<file path="config.mk">
export PLATFORM = sky130hd
export DESIGN_NAME = haptic_envelope_mixer_core
export DESIGN_NICKNAME = d
export VERILOG_FILES = /design/src/sv/hem_pkg.sv /design/src/sv/haptic_envelope_mixer_core.sv
export SDC_FILE = /design/constraint.sdc
export NUM_CORES = 2
export LEC_CHECK = 0
export BUFFER_PORTS_ARGS = -buffer_cell sky130_fd_sc_hd__buf_2
export CORE_MARGIN = 4
export CORE_UTILIZATION = 35
export DETAILED_ROUTE_END_ITERATION = 12
export GPL_ROUTABILITY_DRIVEN = 1
export HOLD_SLACK_MARGIN = 0.15
export PLACE_DENSITY = 0.49
export SYNTH_ARGS = -nofsm -noshare
export SYNTH_HDL_FRONTEND = slang
export SYNTH_SLANG_ARGS = --single-unit
</file>
<file path="constraint.sdc">
create_clock -name clk_i -period 6.9 [get_ports clk_i]
set_input_delay 0 -clock clk_i [delete_from_list [all_inputs] [get_ports clk_i]]
set_output_delay 0 -clock clk_i [all_outputs]
set_load 0.02 [all_outputs]
</file>
<file path="src/sv/hem_pkg.sv">
// hem_pkg: shared types and constants for the haptic envelope mixer
// slot record layout, envelope phase codes and sequencer states; no dependencies
`timescale 1ns / 1ps
`default_nettype none

package hem_pkg;

  // default number of envelope slots owned by each motor
  localparam int unsigned SlotsPerMotor = 16;

  // envelope phase of one slot
  typedef enum logic [1:0] {
    PH_RISE = 2'd0,
    PH_HOLD = 2'd1,
    PH_FALL = 2'd2,
    PH_DONE = 2'd3
  } phase_e;

  // sequencer states, one-hot
  typedef enum logic [4:0] {
    ST_IDLE   = 5'b00001,
    ST_SCAN   = 5'b00010,
    ST_WRITE  = 5'b00100,
    ST_TICK   = 5'b01000,
    ST_FINISH = 5'b10000
  } state_e;

  // one slot record as held in the slot memory
  typedef struct packed {
    logic [15:0] rise;
    logic [15:0] peak;
    logic [16:0] mark;
    logic [15:0] fall;
    logic [15:0] remaining;
    phase_e      phase;
    logic [15:0] level;
  } entry_t;

endpackage

`default_nettype wire

</file>
<file path="src/sv/haptic_envelope_mixer_core.sv">
// haptic_envelope_mixer_core: two-motor multi-slot envelope mixer around one slot memory
// depends on hem_pkg for the slot record, phase codes and sequencer states
//
// sequence: a camera start goes straight to the write state; another start first scans
// the motor's free-slot candidates, one read a cycle, up to the first idle one, then does
// one write; a running tick does one read-modify-write a cycle over all slots through the
// single memory read port, writing back active slots; a frozen tick goes to finish
// throughput: one word at a time; a result waits in the output register while the
// next word is taken
// reset: valid flags of all slots clear at once (no clearing pass), enable resets to 1
`timescale 1ns / 1ps
`default_nettype none

module haptic_envelope_mixer_core #(
  parameter int unsigned SLOTS_PER_MOTOR = hem_pkg::SlotsPerMotor
) (
  input  wire logic        clk_i,
  input  wire logic        rst_ni,
  // input word channel
  input  wire logic        in_valid_i,
  output logic             in_stall_o,
  input  wire logic        func_i,
  input  wire logic        motor_select_i,
  input  wire logic [15:0] rise_step_i,
  input  wire logic [15:0] peak_level_i,
  input  wire logic [15:0] sustain_ticks_i,
  input  wire logic [15:0] fall_step_i,
  input  wire logic [15:0] length_ticks_i,
  input  wire logic        camera_slot_i,
  input  wire logic        in_game_i,
  // result word channel
  output logic             out_valid_o,
  input  wire logic        out_stall_i,
  output logic [15:0]      left_level_o,
  output logic [15:0]      right_level_o,
  // enable register write channel
  input  wire logic        cfg_valid_i,
  output logic             cfg_ready_o,
  input  wire logic        cfg_data_i
);

  localparam int unsigned Total = 2 * SLOTS_PER_MOTOR;
  localparam int unsigned AW    = $clog2(Total);

  localparam logic [AW-1:0] LastSlot = AW'(Total - 1);

  // sequencer and word registers
  hem_pkg::state_e state_q, state_d;
  logic            en_q;
  logic [15:0]     rise_q, rise_d;
  logic [15:0]     peak_q, peak_d;
  logic [16:0]     mark_q, mark_d;
  logic [15:0]     fall_q, fall_d;
  logic [15:0]     len_q, len_d;
  logic [AW-1:0]   base_q, base_d;
  logic [AW-1:0]   sel_q, sel_d;
  logic [AW-1:0]   best_q, best_d;
  logic [15:0]     best_rem_q, best_rem_d;
  logic            iss_q, iss_d;
  logic [AW-1:0]   idx_q, idx_d;
  logic            p_vld_q, p_vld_d;
  logic [AW-1:0]   p_idx_q, p_idx_d;
  logic [15:0]     lmax_q, lmax_d;
  logic [15:0]     rmax_q, rmax_d;
  logic            out_valid_q, out_valid_d;
  logic [15:0]     out_left_q, out_left_d;
  logic [15:0]     out_right_q, out_right_d;

  // slot memory and its ports
  hem_pkg::entry_t mem_q [Total];
  logic [Total-1:0] valid_q;
  hem_pkg::entry_t rd_data_q;
  logic             rd_ok_q;
  logic             rd_en;
  logic [AW-1:0]    rd_addr;
  logic             we;
  logic [AW-1:0]    waddr;
  hem_pkg::entry_t  wdata;

  hem_pkg::entry_t ent;
  hem_pkg::entry_t adv;
  logic            in_acc;
  logic [AW-1:0]   scan_last;

  // envelope step intermediates
  logic [16:0]     sum;
  logic            rise_hit;
  logic [15:0]     fbase;
  logic [16:0]     diff;
  logic            fall_pos;
  logic            hold_wait;

  // scan compare intermediates
  logic            scan_first;
  logic            scan_take;
  logic [AW-1:0]   new_best;

  assign in_acc      = in_valid_i && !in_stall_o;
  assign in_stall_o  = (state_q != hem_pkg::ST_IDLE);
  assign cfg_ready_o = 1'b1;
  assign out_valid_o   = out_valid_q;
  assign left_level_o  = out_left_q;
  assign right_level_o = out_right_q;
  assign scan_last = base_q + AW'(SLOTS_PER_MOTOR - 1);

  // a never-written slot reads as all zero
  assign ent = rd_ok_q ? rd_data_q : '0;

  // one envelope step on the slot just read, all branches computed side by side
  always_comb begin
    sum       = {1'b0, ent.level} + {1'b0, ent.rise};
    rise_hit  = (sum >= {1'b0, ent.peak});
    fbase     = (ent.phase == hem_pkg::PH_RISE) ? ent.peak : ent.level;
    diff      = {1'b0, fbase} - {1'b0, ent.fall};
    fall_pos  = !diff[16] && (diff[15:0] != 16'd0);
    hold_wait = ({1'b0, ent.remaining} > ent.mark);
    adv           = ent;
    adv.remaining = ent.remaining - 16'd1;
    case (ent.phase) inside
      hem_pkg::PH_RISE: begin
        if (!rise_hit) begin
          adv.level = sum[15:0];
        end else if (hold_wait) begin
          adv.level = ent.peak;
          adv.phase = hem_pkg::PH_HOLD;
        end else if (fall_pos) begin
          adv.level = diff[15:0];
          adv.phase = hem_pkg::PH_FALL;
        end else begin
          adv.level = 16'd0;
          adv.phase = hem_pkg::PH_DONE;
        end
      end
      hem_pkg::PH_HOLD, hem_pkg::PH_FALL: begin
        if (ent.phase == hem_pkg::PH_HOLD && hold_wait) begin
          adv.level = ent.level;
        end else if (fall_pos) begin
          adv.level = diff[15:0];
          adv.phase = hem_pkg::PH_FALL;
        end else begin
          adv.level = 16'd0;
          adv.phase = hem_pkg::PH_DONE;
        end
      end
      default: begin
        adv.level = ent.level;
      end
    endcase
  end

  // slot choice: first idle slot, else strictly fewest ticks left
  assign scan_first = (p_idx_q == base_q + AW'(1));
  assign scan_take  = scan_first || (ent.remaining < best_rem_q);
  assign new_best   = scan_take ? p_idx_q : best_q;

  // sequencer
  always_comb begin
    state_d     = state_q;
    rise_d      = rise_q;
    peak_d      = peak_q;
    mark_d      = mark_q;
    fall_d      = fall_q;
    len_d       = len_q;
    base_d      = base_q;
    sel_d       = sel_q;
    best_d      = best_q;
    best_rem_d  = best_rem_q;
    iss_d       = iss_q;
    idx_d       = idx_q;
    p_idx_d     = p_idx_q;
    lmax_d      = lmax_q;
    rmax_d      = rmax_q;
    out_valid_d = out_valid_q;
    out_left_d  = out_left_q;
    out_right_d = out_right_q;
    rd_en       = 1'b0;
    rd_addr     = idx_q;
    we          = 1'b0;
    waddr       = p_idx_q;
    wdata       = adv;

    // result word taken downstream
    if (out_valid_q && !out_stall_i) begin
      out_valid_d = 1'b0;
    end

    unique case (state_q)
      hem_pkg::ST_IDLE: begin
        if (in_acc) begin
          if (func_i) begin
            rise_d = rise_step_i;
            peak_d = peak_level_i;
            fall_d = fall_step_i;
            len_d  = length_ticks_i;
            mark_d = (length_ticks_i > sustain_ticks_i) ?
                     {1'b0, length_ticks_i - sustain_ticks_i} : 17'd0;
            base_d = motor_select_i ? AW'(SLOTS_PER_MOTOR) : '0;
            if (camera_slot_i) begin
              sel_d   = base_d;
              state_d = hem_pkg::ST_WRITE;
            end else begin
              idx_d   = base_d + AW'(1);
              iss_d   = 1'b1;
              state_d = hem_pkg::ST_SCAN;
            end
          end else if (en_q && in_game_i) begin
            idx_d   = '0;
            iss_d   = 1'b1;
            lmax_d  = 16'd0;
            rmax_d  = 16'd0;
            state_d = hem_pkg::ST_TICK;
          end else begin
            lmax_d  = 16'd0;
            rmax_d  = 16'd0;
            state_d = hem_pkg::ST_FINISH;
          end
        end
      end
      hem_pkg::ST_SCAN: begin
        rd_en = iss_q;
        if (p_vld_q) begin
          if (ent.remaining == 16'd0) begin
            sel_d   = p_idx_q;
            iss_d   = 1'b0;
            rd_en   = 1'b0;
            state_d = hem_pkg::ST_WRITE;
          end else begin
            best_d     = new_best;
            best_rem_d = scan_take ? ent.remaining : best_rem_q;
            if (p_idx_q == scan_last) begin
              sel_d   = new_best;
              state_d = hem_pkg::ST_WRITE;
            end
          end
        end
        if (rd_en) begin
          if (idx_q == scan_last) begin
            iss_d = 1'b0;
          end else begin
            idx_d = idx_q + AW'(1);
          end
        end
      end
      hem_pkg::ST_WRITE: begin
        we              = 1'b1;
        waddr           = sel_q;
        wdata.rise      = rise_q;
        wdata.peak      = peak_q;
        wdata.mark      = mark_q;
        wdata.fall      = fall_q;
        wdata.remaining = len_q;
        wdata.phase     = hem_pkg::PH_RISE;
        wdata.level     = 16'd0;
        state_d         = hem_pkg::ST_IDLE;
      end
      hem_pkg::ST_TICK: begin
        rd_en = iss_q;
        if (rd_en) begin
          if (idx_q == LastSlot) begin
            iss_d = 1'b0;
          end else begin
            idx_d = idx_q + AW'(1);
          end
        end
        if (p_vld_q) begin
          if (ent.remaining != 16'd0) begin
            we = 1'b1;
            if (p_idx_q >= AW'(SLOTS_PER_MOTOR)) begin
              if (adv.level > rmax_q) rmax_d = adv.level;
            end else begin
              if (adv.level > lmax_q) lmax_d = adv.level;
            end
          end
          if (p_idx_q == LastSlot) begin
            state_d = hem_pkg::ST_FINISH;
          end
        end
      end
      hem_pkg::ST_FINISH: begin
        if (!out_valid_q || !out_stall_i) begin
          out_valid_d = 1'b1;
          out_left_d  = lmax_q;
          out_right_d = rmax_q;
          state_d     = hem_pkg::ST_IDLE;
        end
      end
      default: begin
        state_d = hem_pkg::ST_IDLE;
      end
    endcase

    // read pipeline tag follows the issued address
    p_vld_d = rd_en;
    if (rd_en) begin
      p_idx_d = rd_addr;
    end
  end

  // control registers
  always_ff @(posedge clk_i or negedge rst_ni) begin
    if (!rst_ni) begin
      state_q     <= hem_pkg::ST_IDLE;
      en_q        <= 1'b1;
      iss_q       <= 1'b0;
      p_vld_q     <= 1'b0;
      out_valid_q <= 1'b0;
      valid_q     <= '0;
    end else begin
      state_q     <= state_d;
      iss_q       <= iss_d;
      p_vld_q     <= p_vld_d;
      out_valid_q <= out_valid_d;
      if (cfg_valid_i && cfg_ready_o) begin
        en_q <= cfg_data_i;
      end
      if (we) begin
        valid_q[waddr] <= 1'b1;
      end
    end
  end

  // payload registers
  always_ff @(posedge clk_i) begin
    rise_q      <= rise_d;
    peak_q      <= peak_d;
    mark_q      <= mark_d;
    fall_q      <= fall_d;
    len_q       <= len_d;
    base_q      <= base_d;
    sel_q       <= sel_d;
    best_q      <= best_d;
    best_rem_q  <= best_rem_d;
    idx_q       <= idx_d;
    p_idx_q     <= p_idx_d;
    lmax_q      <= lmax_d;
    rmax_q      <= rmax_d;
    out_left_q  <= out_left_d;
    out_right_q <= out_right_d;
  end

  // slot memory: one write and one registered read per cycle; the sequencer never reads
  // and writes the same slot in one cycle, since each slot is visited once per word
  always_ff @(posedge clk_i) begin
    if (we) begin
      mem_q[waddr] <= wdata;
    end
    if (rd_en) begin
      rd_data_q <= mem_q[rd_addr];
      rd_ok_q   <= valid_q[rd_addr];
    end
  end

`ifndef SYNTH
  // the memory is written only while a word is being worked on
  assert property (@(posedge clk_i) disable iff (!rst_ni)
    we |-> (state_q != hem_pkg::ST_IDLE))
    else $error("slot memory written while idle");

  // a new result word is loaded only from the finish state
  assert property (@(posedge clk_i) disable iff (!rst_ni)
    $rose(out_valid_q) |-> $past(state_q == hem_pkg::ST_FINISH))
    else $error("result word appeared outside finish");

  // the free-slot scan never reads the reserved camera slot
  assert property (@(posedge clk_i) disable iff (!rst_ni)
    (state_q == hem_pkg::ST_SCAN && rd_en) |-> (rd_addr != base_q))
    else $error("scan read the camera slot");

  // tick write-back only for slots that are active
  assert property (@(posedge clk_i) disable iff (!rst_ni)
    (state_q == hem_pkg::ST_TICK && we) |-> (p_vld_q && ent.remaining != 16'd0))
    else $error("tick wrote back an idle slot");

  // a start write leaves the tick read pipeline empty
  assert property (@(posedge clk_i) disable iff (!rst_ni)
    (state_q == hem_pkg::ST_WRITE) |=> !p_vld_q)
    else $error("read still in flight after start write");
`endif

endmodule

`default_nettype wire

</file>
**Yosys cells after proc, flatten, opt, wreduce, memory -nomap -nowiden**

Memory sizes are Yosys's and may differ from the RTL's. A register that Yosys moved wholly into a read port is not among the register bits.
Cells that the tools add are included.

- Bitwise gates (word level): 2
- Multiplexer cells: 80
- Add/sub/neg operators: 8
- Order comparisons: 10
- Reductions and logical operators: 30
- Eq/ne operators: 33

Operator list:

| operator | count |
|---|---|
| 16-bit two-way mux | 15 |
| 99-bit two-way mux | 2 |
| 5-bit two-way mux | 26 |
| 16-bit case mux with 2 select lines | 2 |
| 16-bit > comparator | 3 |
| 2-bit != test (second input constant) | 17 |
| 32-bit bitwise OR | 1 |
| 16-bit nonzero test | 2 |
| 1-bit two-way mux | 20 |
| 5-bit case mux with 4 select lines | 1 |
| 18-bit two-way mux | 1 |
| 16-bit by 16-bit adder with 17-bit output | 1 |
| 17-bit by 16-bit >= comparator with 1-bit output | 1 |
| 16-bit by 17-bit > comparator with 1-bit output | 1 |
| 17-bit two-way mux | 1 |
| 16-bit by 16-bit subtractor with 17-bit output | 1 |
| 16-bit zero test | 1 |
| 16-bit < comparator | 1 |
| 16-bit by 1-bit subtractor with 16-bit output (second input constant) | 1 |
| 16-bit subtractor | 1 |
| 5-bit by 1-bit adder with 5-bit output (second input constant) | 3 |
| 5-bit equality test | 3 |
| 5-bit equality test (second input constant) | 3 |
| 5-bit case mux with 3 select lines | 1 |
| other kinds (33) | 54 |

- RAM bits: 3168
- Register bits after elaboration: 228
- Output and inout port bits: 35
- Memories: 1

Memories:

| name | depth | width | read ports | clocked after Yosys merged registers in | write ports | RTL line | text |
|---|---|---|---|---|---|---|---|
| mem_q | 32 | 99 | 1 | 1 | 1 | haptic_envelope_mixer_core.sv:70 | `hem_pkg::entry_t mem_q [Total];` |

**Logic depth before layout (Yosys ltp)**

- Depth in word-level cells: 16
- Gate-level depth with buffers: 36

**Least setup slack after synthesis**

OpenSTA, ideal clock, no wires.

- Path type: register to register
- Start point: reg rd_ok_q
- End point: reg rmax_q[0] (enable)
- Arrival: 7.162 ns
- Path buffers: 6
- Library setup time: 0.394 ns
- Setup slack: -0.656 ns
- Required time: 6.506 ns
- Cell stages (with the launch flop): 34
- Cell sequence: edfxtp_1 buf_4 clkbuf_1 clkbuf_1 buf_2 clkbuf_1 and2_1 ha_1 inv_1 fa_1 nand2b_1 a311oi_2 nor3_1 o31ai_4 a2111oi_0 nand3b_1 ha_1 a221oi_1 o2111a_1 o21ai_0 a21oi_1 o21a_2 buf_8 mux2_4 a22oi_2 inv_1 ha_1 o21a_1 o21ai_0 nand2b_1 a21oi_1 o221ai_1 o311ai_0 a21oi_1

- Longest elaborated chain between the ends: 13
- Elaborated cells on any way between the ends: 25
- Those cells by class: 2 x add/sub; 3 x order compare; 4 x eq/ne; 8 x mux; 8 x reduce/logical

RTL lines:

| element | RTL line | text |
|---|---|---|
| from (decl) | haptic_envelope_mixer_core.sv:73 | `logic rd_ok_q;` |
| from (signal assigned) | haptic_envelope_mixer_core.sv:349 | `rd_ok_q <= valid_q[rd_addr];` |
| 99-bit two-way mux (*) | haptic_envelope_mixer_core.sv:107 | `assign ent = rd_ok_q ? rd_data_q : '0;` |
| 2-bit zero test | haptic_envelope_mixer_core.sv:113 | `fbase = (ent.phase == hem_pkg::PH_RISE) ? ent.peak : ent.level;` |
| 16-bit two-way mux | haptic_envelope_mixer_core.sv:113 |  |
| 16-bit by 16-bit subtractor with 17-bit output | haptic_envelope_mixer_core.sv:114 | `diff = {1'b0, fbase} - {1'b0, ent.fall};` |
| 16-bit nonzero test or 1-bit zero test (tied branches) | haptic_envelope_mixer_core.sv:115 | `fall_pos = !diff[16] && (diff[15:0] != 16'd0);` |
| 1-bit logical AND | haptic_envelope_mixer_core.sv:115 |  |
| 17-bit two-way mux | haptic_envelope_mixer_core.sv:126, haptic_envelope_mixer_core.sv:137 |  |
| 16-bit two-way mux or 18-bit two-way mux (tied branches) | haptic_envelope_mixer_core.sv:135, haptic_envelope_mixer_core.sv:123 |  |
| 16-bit two-way mux, on equally long branches | haptic_envelope_mixer_core.sv:119, haptic_envelope_mixer_core.sv:121 |  |
| 16-bit two-way mux | haptic_envelope_mixer_core.sv:119 | `case (ent.phase) inside` |
| 16-bit > comparator | haptic_envelope_mixer_core.sv:269 | `if (adv.level > rmax_q) rmax_d = adv.level;` |
| 2-bit != test (no source line) | n/a |  |
| 7-bit AND reduction (no source line) (*) | n/a |  |
| to (signal assigned) | haptic_envelope_mixer_core.sv:336 | `rmax_q <= rmax_d;` |
| to (decl) | haptic_envelope_mixer_core.sv:64 | `logic [15:0] rmax_q, rmax_d;` |

Every way passes the cells marked *; elsewhere a longest branch is shown, timed or not.
A chain may end at the register's enable or synchronous reset.

**Worst setup path in the final report**

- Start point: reg rd_ok_q
- End point: reg lmax_q[10] (enable)

- Longest elaborated chain between the ends: 13
- Elaborated cells on any way between the ends: 25
- Those cells by class: 2 x add/sub; 3 x order compare; 4 x eq/ne; 8 x mux; 8 x reduce/logical

RTL lines:

| element | RTL line | text |
|---|---|---|
| 99-bit two-way mux (*) | haptic_envelope_mixer_core.sv:107 |  |
| 2-bit zero test | haptic_envelope_mixer_core.sv:113 |  |
| 16-bit two-way mux | haptic_envelope_mixer_core.sv:113 |  |
| 16-bit by 16-bit subtractor with 17-bit output | haptic_envelope_mixer_core.sv:114 |  |
| 16-bit nonzero test or 1-bit zero test (tied branches) | haptic_envelope_mixer_core.sv:115 |  |
| 1-bit logical AND | haptic_envelope_mixer_core.sv:115 |  |
| 17-bit two-way mux | haptic_envelope_mixer_core.sv:126, haptic_envelope_mixer_core.sv:137 |  |
| 16-bit two-way mux or 18-bit two-way mux (tied branches) | haptic_envelope_mixer_core.sv:135, haptic_envelope_mixer_core.sv:123 |  |
| 16-bit two-way mux, on equally long branches | haptic_envelope_mixer_core.sv:119, haptic_envelope_mixer_core.sv:121 |  |
| 16-bit two-way mux | haptic_envelope_mixer_core.sv:119 |  |
| 16-bit > comparator | haptic_envelope_mixer_core.sv:271 | `if (adv.level > lmax_q) lmax_d = adv.level;` |
| 2-bit != test (no source line) | n/a |  |
| 7-bit AND reduction (no source line) (*) | n/a |  |
| to (signal assigned) | haptic_envelope_mixer_core.sv:335 | `lmax_q <= lmax_d;` |
| to (decl) | haptic_envelope_mixer_core.sv:63 | `logic [15:0] lmax_q, lmax_d;` |

Marked as above.

==> results.toml <==
[timing]
slew_viol_final = 0
setup_viol = 0
min_period_over_period_pct = 95.69
hold_ws_ns = 0.2820
skew_ns = 0.09794
max_freq_mhz = 151.4
setup_ws_ns = 0.2971
hold_viol = 0
tightest_slew_ns = 1.308
slew_headroom_pct = 12.80
min_period_ns = 6.603

[global_route]
grt_pass1_vias = 70740
grt.total_usage_pct = 19.90
antenna_found_initial = 14
grt_max_degree = 146
gr-total-overflow = 0
grt_pass1_wl_um = 571500

[logic_synthesis]
synthArstFlopShare_pct = 1.175
ys_seq_area_share_pct = 75.87
ys_warn_count = 0
synthXorXnorAreaFrac_pct = 0.2714
synth_top_cells_by_area = "edfxtp_1 (75%), mux4_2 (16%), ha_1 (1.2%)"
synth_top_family_by_area = "multiplexers"
synth-edff-count = 3449
synth-compound-area-share_pct = 1.938
syn-cell-area_mm2 = 0.1379
synth-simple-area-share_pct = 2.045
synth_mux_area_share_pct = 17.43
synth_flop_cell = "edfxtp_1"
synth_cell_type_count = 100
synth_cells = 6200
synth.avg_cell_area_um2 = 22.24
yosysMostFrequentCell = "edfxtp_1"
synth-seq-cells = 3490
synth_top_area_share_pct = 75.12
synthAdderAreaFrac_pct = 1.231
ys_top_cells_by_count = "edfxtp_1 (3449), mux4_2 (1000), nand2_1 (206)"
syn_nets = 6423
synth_top_area_cell = "edfxtp_1"

[clock_tree]
cts_tree = "built"
clock-sinks = 3490
htree_levels = 5
clk_pin_slew_ns = 0.06
cts_made_buffers = 380
clockBufferDepth = 4
clk_latency_ns = 0.98
clockRootBuffer = "clkbuf_16"

[worst_setup_path]
arrival_ns = 7.27
cp_data_required_time_ns = 7.56
rrSetupSlack_ns = 0.30
cp_max_fo = 16
endpoint = "lmax_q[10]"
start_kind = "flop"
reg2reg_depth = 33
r2r-start = "rd_ok_q"
path_class = "flop to flop"
endpoint_kind = "flop"
slowest_stage = "fa_1"
critPathMaxStageDelay_ns = 0.43
cp_common_cell = "o21a_1"
worstReg2RegEnd = "lmax_q[10]"
crit_start = "rd_ok_q"

[layout]
finalNetCount = 7239
multi_input_area_mm2 = 0.03214
final_layout_size_suffix_gt1_share_pct = 31.78
finish.utilization_pct = 41.46
n_fill_cell = 34370
syn2layout_area_growth_pct = 18.05
final_area_mm2 = 0.1627
final_cells = 12540
ff_latch_area_mm2 = 0.1046

[min_path]
min_from = "fall_step_i[11]"
hold_class = "input port to flop"

[power_and_ir_drop]
power_density_mw_per_mm2 = 371.7
leakage_nw = 52.53
vdd_ir_drop_max_mv = 0.2185

[die]
ios = 125
die_height_um = 635.6
die_area_mm2 = 0.4040
fp-row-count = 230
initial_core_util_pct = 35.12
core-area_mm2 = 0.3925
die_x_um = 635.6

[place]
io_buffers = 123
placed_cells = 11650
routabilityCongestion = 0.8678
place_area_mm2 = 0.1485
hpwl_um = 223600
dp_slack_ns = -0.4058

[detailed_routing]
drc = 0
vias_per_cell = 5.437
finalWirelength_um = 408000
dr_total_vias = 68200
final_antenna_net_count = 0
drtPass1Iterations = 6
wl_per_cell_um = 32.53
drt_iter0_markers = 7014

[job]
drv_cap = 0

[status]
run_status = "finished clean"
-- kinds of logic after synthesis --
family          Yosys count
other cells               1
compound gates          392
buf+inv                 427
xor+xnor                 41
flops                  3490
simple gates            581
fa+ha+maj               134
mux                    1134
-- per-layer routing --
| layer | routed length (µm) | vias to the layer above | share of wire (%) | GRT usage [%] |
|---|---|---|---|---|
| li1 | - | 27860 | - | - |
| met1 | 178900 | 37780 | 44 | 28.30 |
| met2 | 201600 | 2066 | 49 | 33.16 |
| met3 | 18590 | 490 | 4.6 | 2.143 |
| met4 | 8884 | 2 | 2.2 | 4.375 |
| met5 | 11 | - | 0.0027 | 0 |
-- worst max-delay path: cells and delay by family, from the launching register on --
family,cells,cell delay (ns)
flops,1,0.34
compound gates,17,3.23
fa+ha+maj,4,1.12
xor+xnor,1,0.21
simple gates,5,0.64
buf+inv,6,0.83
-- worst min path at each step --
stage                             to  slack (ns)  cells after the start
final                     fall_q[11]        0.28                      3
after global routing      fall_q[11]        0.23                      3
after CTS                  mark_q[3]        0.18                      5
after detailed placement   rise_q[9]        0.18                      1
after global placement    rise_q[15]        0.18                      1
after floorplan                iss_q       -0.30                      0
-- timing repair --
action | in CTS | in global routing
hold buffers | 191 | 0
endpoints found under the setup margin | 32 | 32
gates resized for setup | 3 | 27
hold endpoints to repair | 232 | 0
pin swaps | 1 | 15
buffers inserted | 2 | 7
-- registers in the layout, summed over array words and instances, names as in the netlist, 5 cells and up --
register,flops
state_q,5
sel_q,5
mark_q,16
idx_q,5
best_rem_q,16
rise_q,16
len_q,16
p_idx_q,5
left_level_o,16
rd_data_q,99
peak_q,16
lmax_q,16
valid_q,32
best_q,5
rmax_q,16
mem_q,3168
right_level_o,16
fall_q,16
-- placed cells by master, fill, tap and decap left out, types with 94 or more instances in the layout --
cell type	count
buf_2	123
mux4_2	1000
ha_1	126
nor2_1	94
nand2_1	206
mux2_2	126
buf_4	307
clkbuf_16	389
inv_1	133
dlygate4sd3_1	190
buf_12	103
edfxtp_1	3449
-- layout make-up --
type,count,area share [%]
Sequential cell,3490,64.27
Multi-Input combinational cell,2283,19.75
Clock buffer,478,6.193
Timing Repair Buffer,727,4.270
Tap cell,5220,4.013
Clock inverter,211,1.194
Inverter,134,0.3091
Antenna cell,1,0.001538
-- per-stage QoR --
| step | TNS, ns | power, mW |
|---|---|---|
| after detailed placement | -9.751 | 41.09 |
| after floorplan | 0 | 35.46 |
| after global routing | -0.2005 | 62.97 |
| after global placement | -9.136 | 40.91 |
| final | 0 | 60.50 |
| after CTS | 0 | 61.06 |
-- power breakdown --
group          switching, mW  total (mW)  internal (mW)
combinational           8.32        14.1           5.74
sequential             0.339        26.7           26.4
clock                   8.38        19.7           11.4
total                   17.0        60.5           43.5
Note: power is estimated with default switching activity, not from simulation.
